--- src/rtl/lfa_pkg.sv ---
// Shared constants and types for the LIFO slot ID allocator.
// No dependencies.
package lfa_pkg;

    localparam int MAX_SLOTS = 1024;
    localparam int ID_W      = 10;   // fixed width of slot IDs
    localparam int CNT_W     = 11;   // holds 0..MAX_SLOTS
    localparam int STATUS_W  = 3;

    // Result status codes
    localparam logic [STATUS_W-1:0] STATUS_OK           = 3'd0;
    localparam logic [STATUS_W-1:0] STATUS_INVALID      = 3'd1;
    localparam logic [STATUS_W-1:0] STATUS_NONE_FREE    = 3'd2;
    localparam logic [STATUS_W-1:0] STATUS_BUSY_MAPPED  = 3'd3;
    localparam logic [STATUS_W-1:0] STATUS_ALREADY_FREE = 3'd4;

    // Request opcodes
    localparam logic OP_ALLOC   = 1'b0;
    localparam logic OP_RELEASE = 1'b1;

    // Controller states
    typedef enum logic [1:0] {
        ST_CLEAR,
        ST_IDLE,
        ST_EXEC
    } state_t;

    // Command broadcast to every stack cell
    typedef struct packed {
        logic load;   // reload initial ID
        logic push;   // take value from the cell above
        logic pop;    // take value from the cell below
    } cell_cmd_t;

endpackage

--- src/rtl/lfa_stack_cell.sv ---
// One entry of the shifting free stack.
// Depends on lfa_pkg (ID_W, cell_cmd_t).
module lfa_stack_cell
    import lfa_pkg::*;
(
    input  logic            clk,
    input  cell_cmd_t       cmd,
    input  logic [ID_W-1:0] above,     // neighbor nearer the top
    input  logic [ID_W-1:0] below,     // neighbor farther from the top
    input  logic [ID_W-1:0] init_id,   // ID this cell holds after a refill
    output logic [ID_W-1:0] value
);

    logic [ID_W-1:0] value_reg;
    logic [ID_W-1:0] value_next;

    // Load beats push beats pop; otherwise hold
    always_comb
    begin
        value_next = value_reg;
        if (cmd.load)
        begin
            value_next = init_id;
        end
        else if (cmd.push)
        begin
            value_next = above;
        end
        else if (cmd.pop)
        begin
            value_next = below;
        end
    end

    always_ff @(posedge clk)
    begin
        value_reg <= value_next;
    end

    assign value = value_reg;

endmodule

--- config.mk ---
export PLATFORM = sky130hd
export DESIGN_NAME = lfa_stack_cell
export DESIGN_NICKNAME = d
export VERILOG_FILES = /design/src/rtl/lfa_pkg.sv /design/src/rtl/lfa_stack_cell.sv
export SDC_FILE = /design/constraint.sdc
export NUM_CORES = 1
export LEC_CHECK = 0
export BUFFER_PORTS_ARGS = -buffer_cell sky130_fd_sc_hd__buf_2
export CAP_MARGIN = 10
export CELL_PAD_IN_SITES_DETAIL_PLACEMENT = 0
export CELL_PAD_IN_SITES_GLOBAL_PLACEMENT = 1
export CORE_ASPECT_RATIO = 1.25
export CORE_MARGIN = 5
export CORE_UTILIZATION = 27
export DETAILED_ROUTE_END_ITERATION = 8
export MAX_ROUTING_LAYER = met4
export PLACE_DENSITY_LB_ADDON = 0.1
export SLEW_MARGIN = 20
export SYNTH_ARGS = -nofsm -noshare
export SYNTH_HDL_FRONTEND = slang
export SYNTH_SLANG_ARGS = --single-unit
export TNS_END_PERCENT = 1
--- constraint.sdc ---
create_clock -name clk -period 1.7 [get_ports clk]
set_input_delay 0.255 -clock clk [delete_from_list [all_inputs] [get_ports clk]]
set_output_delay 0.255 -clock clk [all_outputs]
set_load 0.05 [all_outputs]
==> metrics <==
status=complete, no violations; CTS Buffer Depth=2; Synth Net Count=78; top-area cell type share of the netlist area=57.8%; Final Hold Fails=0; area leader, netlist=edfxtp_1; crit-path max FO=1; first-pass GRT wire length=1940 um; highest routed layer=met3; sequential cell area fraction in the yosys report=57.8%; DRT met1 WL=436 um; Final Util=43.0%; area of the mapped netlist=519 um2; share of synthesized registers carrying an async set or reset=0%; NumNets Final=125; Yosys cell types=8; Syn Area/Cell=11.8 um2; WL met3=113 um; Die Width=49.2 um; worst-path cell chain=buf_2; Root Buffer=clkbuf_4; Iter 0 DRT Violations=1; Max IR drop VDD=0.482 mV; max FFs per register=10; synth top area cells=edfxtp_1 (58%), mux2i_1 (19%), o21ai_1 (8.7%); Final HPWL DP=1070 um; max frequency=0.902 GHz; area growth from synthesis to layout=49.9%; power per cell area=883 nW/um2; Lkg Pwr=0.399 nW; Vias/cell=4.44; Inserted Clock Buffers=3; largest net degree at the start of global routing=21; RD Place Congestion=0.568; Min-Delay Endpoint=value[9]; Max transition margin=73.3%; CTS H-tree lvls=1; Worst-Margin Slew=0.401 ns; Post-CTS Setup Bufs=0; nature of the critical path endpoint=output port; post_cts resized=0; WHS Path Cells=3; WP buf/inv=1; crit path launch type=flip-flop; cts hold-fix bufs=0; Yosys warnings=0; CP max-delay cell=edfxtp_1; Final Max Tran Viols=0; final wirelength=1240 um; final antenna-violating net count=0; drt pass-1 iters=3; crit share post-route=65.2%; drt wl/cell=11.4 um; Cell Rows=17; clock tree sinks=10; EDFF count, synth=10; met2 WL=693 um; Top FF cell, synth=edfxtp_1; TritonCTS clock tree=yes; vias in the first global route=507; Crit Path Category=flip-flop to output port; sum of negative setup slack=0 ns; final setup vio count=0; max incr delay on CP=0.37 ns; IO Port Bufs=43; DRC errors left=0; min Tclk post-route=1.11 ns; RSZ-0062 raised after global routing=no; Commonest cells post-synth=edfxtp_1 (10), mux2i_1 (10), nand2_1 (10); Crit path max-delay family=flip-flops; total I/O pin count=44; total track usage=8.91%; Critical Path AT=0.85 ns; ANT cells=0; Die ar.=2910 um2; Initial Util=28.7%; CORE AREA=1810 um2; layout cells sized above 1=54.4%; initial antenna violation count=0; chip height=59.0 um; clock slew at reported path FFs=0.06 ns; Max-cap violations=0; register bit total from synthesis=10; min-delay src=init_id[9]; Mapped Cells=44; Critical Path RT=1.44 ns; hold crit path type=primary input to flip-flop; GRT overflow=0; vias=484
placed cells by master (no fill, tap or decap), drive strengths merged:
cell type / Yosys / final
mux2i: 10 / 10
edfxtp: 10 / 10
clkbuf: 0 / 3
o21ai: 10 / 10
or3: 1 / 1
buf: 3 / 45
nand2: 10 / 10
clkinv: 0 / 1
worst max-delay path by stage:
stage,from,depth (start not counted),slack [ns],to
final,value[4],1,0.59,value[4]
after global routing,value[4],1,0.54,value[4]
after CTS,value[4],1,0.58,value[4]
after detailed placement,cmd[1],2,0.45,value[8]
after global placement,cmd[1],2,0.48,value[6]
after floorplan,cmd[1],1,0.63,value[0]
kinds of logic (layout without fill, tap and decap cells):
logic type / after synthesis / after routing / synth area share (%)
multiplexers: 10 / 10 / 19.3
buffers and inverters: 3 / 49 / 4.10
flip-flops: 10 / 10 / 57.8
AO/OA/AOI/OAI: 10 / 10 / 10.4
AND/OR/NAND/NOR: 11 / 11 / 8.44
metrics by stage:
stage / hold slack (ns) / area (um2) / instances / total power [mW] / setup slack [ns]
after global routing: 0.269 / 778 / 109 / 0.727 / 0.538
final: 0.271 / 778 / 109 / 0.687 / 0.591
after detailed placement: 0.542 / 752 / 105 / 0.534 / 0.453
after global placement: 0.534 / 752 / 105 / 0.532 / 0.477
after floorplan: 0.447 / 519 / 44 / 0.464 / 0.629
after CTS: 0.265 / 778 / 109 / 0.700 / 0.575
power by group:
group / internal (mW) / total [mW] / leakage [nW] / switching (mW)
Sequential: 0.304 / 0.309 / 0.106 / 0.00538
Combinational: 0.0675 / 0.215 / 0.278 / 0.147
Clock: 0.0847 / 0.164 / 0.0154 / 0.0788
Total: 0.456 / 0.687 / 0.399 / 0.231
layer usage:
layer,up-vias,track usage [%]
li1,254,-
met1,212,7.81
met2,18,16.6
met3,0,5.29
met4,0,1.15
met5,-,-
area by class of cell:
class	instances	area, um2
flip-flops and latches	10	300
fillers	184	1030
repair buffers	45	230
well taps	19	23.8
clock inverters	1	3.75
multi-input cells	31	198
clock buffers	3	22.5
(Power assumes the default switching activity.)
