==> src/rtl/lfa_ram.sv <==
// Generic single-clock RAM: one write port, one read port, registered read.
// No dependencies.
module lfa_ram #(
    parameter int WIDTH = 1,
    parameter int DEPTH = 1024
) (
    input  logic                     clk,
    input  logic                     we,
    input  logic [$clog2(DEPTH)-1:0] waddr,
    input  logic [WIDTH-1:0]         wdata,
    input  logic [$clog2(DEPTH)-1:0] raddr,
    output logic [WIDTH-1:0]         rdata
);

    logic [WIDTH-1:0] mem [DEPTH];
    logic [WIDTH-1:0] rdata_reg;

    always_ff @(posedge clk)
    begin
        if (we)
        begin
            mem[waddr] <= wdata;
        end
        rdata_reg <= mem[raddr];
    end

    assign rdata = rdata_reg;

endmodule

==> config.mk <==
export PLATFORM = sky130hd
export DESIGN_NAME = lfa_ram
export DESIGN_NICKNAME = d
export VERILOG_FILES = /design/src/rtl/lfa_ram.sv
export SDC_FILE = /design/constraint.sdc
export NUM_CORES = 1
export LEC_CHECK = 0
export BUFFER_PORTS_ARGS = -buffer_cell sky130_fd_sc_hd__buf_2
export CORE_UTILIZATION = 45
export DETAILED_ROUTE_END_ITERATION = 6
export SETUP_SLACK_MARGIN = 0.5
export SLEW_MARGIN = 25
export SYNTH_ARGS = -nofsm -noshare
export SYNTH_HDL_FRONTEND = slang
export SYNTH_SLANG_ARGS = --single-unit
export TNS_END_PERCENT = 50
==> constraint.sdc <==
create_clock -name clk -period 3.5 [get_ports clk]
set_input_delay 0 -clock clk [delete_from_list [all_inputs] [get_ports clk]]
set_output_delay 0 -clock clk [all_outputs]
set_load 0.02 [all_outputs]
==> qor.csv, run 1 <==
metric,value,unit
failing checks,design-rule violations,
number of flops mapped to enable cells by yosys,1024,
Starting Density,45.4,%
Final min period,2.77,ns
DIE WIDTH,317,um
"delay-heaviest family, CP",multiplexers,
worst-path fanout max,1,
Largest register FFs,1024,
I/O pins,24,
sequential power share,51.4,%
Syn Inst Count,3112,
Least-Margin Pin Slew,0.888,ns
"Async S/R FF share, synth",0,%
P_sw,5620,uW
Core ar.,98400,um^2
GPL Wtd Cong,0.829,
number of CTS-inserted buffers,105,
Comb power frac,5.4,%
worst setup path endpoint,rdata,
CP Buf/Inv Count,1,
H-tree levels,3,
fmax,0.360,GHz
setup ws final,0.725,ns
post-synthesis sequential area ratio,68.9,%
drt total wl,127,mm
launching point of the worst reg2reg path,mem[755],
CTS Buffer Depth,3,
Num Clock Sinks,1025,
Post-Syn Nets,3135,
1st-iter DRT viols,3325,
number of remaining DRC errors,4,
leakage power,0.0151,uW
final net count,3122,
Most common cell on crit path,mux4_2,
largest net degree at the start of global routing,152,
hold violation total from the final report,0,
postcts setup bufs,0,
Root Driver,clkbuf_16,
"Arr. time, crit path",3.30,ns
CTS tree,built,
initial antenna violation count,11,
detailed placer's ending HPWL,69.6,mm
Util after Layout,50.9,%
status,"finished, violations left",
RSZ-0062 raised after global routing,false,
clk slew on worst S/H paths,0.06,ns
Crit path largest cell delay,0.58,ns
WL per Instance,28.4,um
Int Pwr,20700,uW
worst hold path startpoint,raddr[7],
Post-synth top flop,edfxtp_1,
Clk network pwr share,43.2,%
share of post-route cells with drive strength above 1,17.9,%
start point of the critical path,mem[755],
gr usage total,25.6,%
switch share,21.4,%
R2R depth,7,
Synth Cell Area,44700,um^2
"commonest non-fill, non-tap cell in the layout",nor2_1,
Die Span Y,317,um
max_cap viols,0,
fillcell total,8309,
syn avg cell area,14.3,um^2
WHS,0.0567,ns
Rel. slew slack,40.8,%
Worst setup EP type,flop,
Worst Path Required,4.02,ns
Port Buffers,23,
setup total negative slack,0,ns
# setup viols final,0,
PwrDens,525,nW/um^2
CP max stage cell,dlygate4sd3_1,
vias per cell,6.08,
max-slew violations,0,
Startpoint Class,flop,
#FFs+latches synth,1025,
grt ovf,0,
FF-to-FF End,rdata,
fin crit share,79.3,%
peak supply drop,0.481,mV
WP depth,7,
FF-to-FF setup slack,0.73,ns
worst skew pair latency,0.68,ns
DRT antenna net count,0,
synth unique cells,56,
Die Area,101000,um^2
Syn-to-layout area delta,12.2,%
Setup WS pre-CTS,0.403,ns
row cnt,115,
Pre-Repair DR Iteration Count,7,
Crit Path Category,flop to flop,
Vias,27200,
"commonest cells after routing, fill and taps aside","nor2_1, edfxtp_1, mux4_2",
Min-Delay Path Class,input pin to flop,
Synth Warn #,0,
Max Clock Skew,0.0167,ns
first-pass GRT wire length,184,mm
"Cell Chain, Critical Path",mux4_2 -> mux4_2 -> o21ai_0 -> a31oi_1 -> dlygate4sd3_1 -> nand3_1 -> o2111ai_1,
number of global-route vias before repair,27100,
-- what timing repair did --
action / 4_1_cts / 5_1_grt
gates resized for setup: 0 / 0
hold endpoints to repair: 149 / 0
hold buffers: 11 / 0
-- routing by layer --
metal,global-route usage [%],share of wire [%]
met3,4.15,8.8
met5,0,0.049
met2,42.4,49
met1,34.3,39
met4,9.08,3.3
-- power by group through the flow --
stage | sequential [uW] | combinational [uW] | clock, uW
global route | 13500 | 1490 | 11900
floorplan | 13800 | 782 | 0
CTS | 13500 | 1410 | 11500
detailed placement | 13800 | 1390 | 0
global placement | 13800 | 1370 | 0
finish | 13500 | 1410 | 11400
-- logic make-up after synthesis --
group                  count (synthesis)  share of synthesized area, %
buffers and inverters                309                          3.30
multiplexers                         340                          13.7
flip-flops                          1025                          68.9
AO/OA/AOI/OAI                        178                          2.83
AND/OR/NAND/NOR                     1260                          11.2
-- area by class of cell --
class	instances	area (um^2)	share of cell area, %
timing repair buffer	183	1670	3.34
tap	1287	1610	3.21
inverter	6	22.5	0.0449
clock buffer	125	2750	5.48
clock inverter	68	714	1.43
multi-input combinational	1778	12600	25.1
antenna	3	7.51	0.0150
sequential	1025	30800	61.4
-- worst min-delay path by stage --
stage | to | cells after the start
global placement | rdata | 2
global route | rdata | 5
floorplan | mem[0] | 0
finish | rdata | 5
detailed placement | rdata | 2
CTS | rdata | 5
-- metrics by stage --
step | area (um^2) | std cells | total power, uW
after floorplan | 44700 | 3112 | 14600
after global placement | 46500 | 4268 | 15100
after detailed placement | 46500 | 4268 | 15200
after CTS | 50100 | 4472 | 26500
after global routing | 50100 | 4474 | 26900
final | 50100 | 4475 | 26300
-- synth_stat cells (all sizes together), types with 8 or more instances --
cell,number,area (um^2)
nand2b,8,50.1
o21ai,13,65.1
nor2,1036,3890
nor3b,8,60.1
mux2i,123,1230
clkbuf,189,721
nand4,10,62.6
edfxtp,1024,30700
nand2,86,323
nand3,37,185
nor3,37,185
a21oi,37,185
nor2b,11,68.8
a22oi,17,128
o22ai,28,175
buf,114,729
mux4,214,4870
o221ai,49,429
-- worst min-delay path: cells and delay by family --
family	cells	cell delay (ns)
buffers and inverters	2	0.32
AO/OA/AOI/OAI	2	0.22
AND/OR/NAND/NOR	1	0.14
Power figures use the tool's default switching activity.
==> inputs of run 2 (changes only) <==
clock period = 2.7 ns   (was 3.5 ns; I/O delays follow)
==> qor.csv, run 2 (synthesis results as in run 1) <==
metric,value,unit,change
CTS Buffer Depth,3,,unchanged
Final min period,2.67,ns,-0.105 ns
DRT antenna net count,0,,unchanged
Port Buffers,23,,unchanged
Rel. slew slack,43.5,%,+2.7 points
Worst setup EP type,flop,,
RSZ-0062 raised after global routing,true,,
Die Area,101000,um^2,unchanged
multi-input logic area,12600,um^2,about the same
dpl cells,4353,,+2.0%
Pwr Total,34000,uW,+29%
"commonest cells after routing, fill and taps aside","nor2_1, edfxtp_1, buf_4",,
worst-path fanout max,2,,+1
detailed placer's ending HPWL,72.9,mm,+4.9%
Int Pwr,26500,uW,+28%
leakage power,0.0155,uW,+2.9%
P_sw,7490,uW,+33%
WL per Instance,28.1,um,-1.2%
Comb power frac,5.8,%,+0.4 points
H-tree levels,3,,unchanged
# setup viols final,0,,unchanged
first-pass GRT wire length,185,mm,+0.56%
Startpoint Class,flop,,
Die Span Y,317,um,unchanged
number of CTS-inserted buffers,104,,-0.95%
Starting Density,45.4,%,unchanged
Util after Layout,51.7,%,+0.75 points
largest net degree at the start of global routing,161,,+5.9%
hold depth,5,,unchanged
"Arr. time, crit path",3.21,ns,-0.09 ns
Reg area,30800,um^2,unchanged
1st-iter DRT viols,3600,,+8.3%
CP max stage cell,mux4_2,,
"Cell Chain, Critical Path",mux4_2 -> mux2i_1 -> nor3_1 -> a2111oi_1 -> nand4_1 -> and4_1 -> nor4_2 -> o2111ai_1,,
status,finished clean,,
vias per cell,6.06,,-0.45%
fillcell total,8259,,-0.60%
Crit path largest cell delay,0.47,ns,-0.11 ns
number of remaining DRC errors,0,,-4
Num Clock Sinks,1025,,unchanged
Least-Margin Pin Slew,0.848,ns,-0.0400 ns
switch share,22.0,%,+0.66 points
I/O pins,24,,unchanged
Worst Path Required,3.24,ns,-0.78 ns
max_cap viols,0,,unchanged
Pre-Repair DR Iteration Count,5,,-2
Largest register FFs,1024,,unchanged
fmax,0.374,GHz,+3.9%
share of post-route cells with drive strength above 1,20.1,%,+2.2 points
clk slew on worst S/H paths,0.07,ns,about the same
CTS tree,built,,
gr usage total,25.7,%,+0.095 points
Root Driver,clkbuf_16,,
GPL Wtd Cong,0.815,,-1.7%
Syn-to-layout area delta,13.9,%,
number of global-route vias before repair,27200,,+0.42%
sequential power share,51.5,%,about the same
Vias,27600,,+1.5%
peak supply drop,0.547,mV,+14%
Crit Path Category,flop to flop,,
fin crit share,98.9,%,+20 points
worst skew pair latency,0.68,ns,about the same
Clk network pwr share,42.7,%,-0.5 points
drt total wl,128,mm,+0.69%
PwrDens,668,nW/um^2,+27%
Max Clock Skew,0.0126,ns,-0.00409 ns
final net count,3208,,+2.8%
initial antenna violation count,3,,-8
DIE WIDTH,317,um,unchanged
max-slew violations,0,,unchanged
Min-Delay Path Class,input pin to flop,,
Core ar.,98400,um^2,unchanged
Post-Layout Cell Count,4561,,+1.9%
hold violation total from the final report,0,,unchanged
R2R depth,8,,+1
grt ovf,0,,unchanged
row cnt,115,,unchanged
"commonest non-fill, non-tap cell in the layout",nor2_1,,
-- run 2: cell count changes in the layout (fill, tap and decap cells not counted), sizes merged, moves of 3 or more --
cell,change
buf,+86
clkinv,+6
inv,+4
clkbuf,-7
bufinv,-3
-- run 2: through the flow --
stage / setup TNS [ns] / cell area (um^2) / hold WS [ns] / setup slack [ns]
2_1_floorplan: 0 / 44700 / 0.0989 / 0.499
3_3_place_gp: -0.421 / 47300 / 0.505 / -0.421
3_5_place_dp: -0.319 / 47300 / 0.465 / -0.319
4_1_cts: -0.00940 / 50900 / 0.0441 / -0.00940
5_1_grt: -0.153 / 50900 / 0.0441 / -0.153
6_report: 0 / 50900 / 0.103 / 0.0297
-- run 2: power groups by stage --
stage / registers (uW) / clock network [uW] / logic [uW]
after floorplan: 17900 / 0 / 1020
after global placement: 17900 / 0 / 1890
after detailed placement: 17900 / 0 / 1920
after CTS: 17500 / 14700 / 1950
after global routing: 17500 / 15300 / 2060
final: 17500 / 14500 / 1960
-- run 2: metal layers --
| metal | vias to the layer above | wire length, um | global-route usage [%] |
|---|---|---|---|
| met5 | - | 10 | 0 |
| met4 | 2 | 3780 | 7.76 |
| met3 | 233 | 11700 | 4.58 |
| met2 | 1341 | 62000 | 41.8 |
| met1 | 14400 | 50500 | 35.4 |
| li1 | 11600 | - | - |
-- run 2: cell type report --
cell class,instances,area share [%]
antenna,2,0.00984
clock buffer,118,5.22
multi-input combinational,1778,24.8
clock inverter,75,1.52
timing repair buffer,270,4.80
tap,1287,3.17
inverter,6,0.0443
sequential,1025,60.5
-- run 2: worst max-delay path: cells and delay by family (launching register included) --
kind            cells  cell delay, ns
compound gates      2            0.42
simple gates        4            1.09
flops               1            0.37
mux                 2            0.64
-- run 2: worst paths after layout --
check	to	slack [ns]	startpoint
worst max register to register	rdata	0.03	mem[540]
worst max-delay path	rdata	0.03	mem[540]
worst min-delay path	rdata	0.10	raddr[8]
worst min register to register	rdata	1.18	mem[240]
-- run 2: repair_timing --
item,CTS,global route
setup buffers,1,0
cloned,0,0
setup endpoints to repair,1,1
gates resized for setup,8,0
hold endpoints to repair,121,0
pin swaps,6,0
hold buffers,12,0
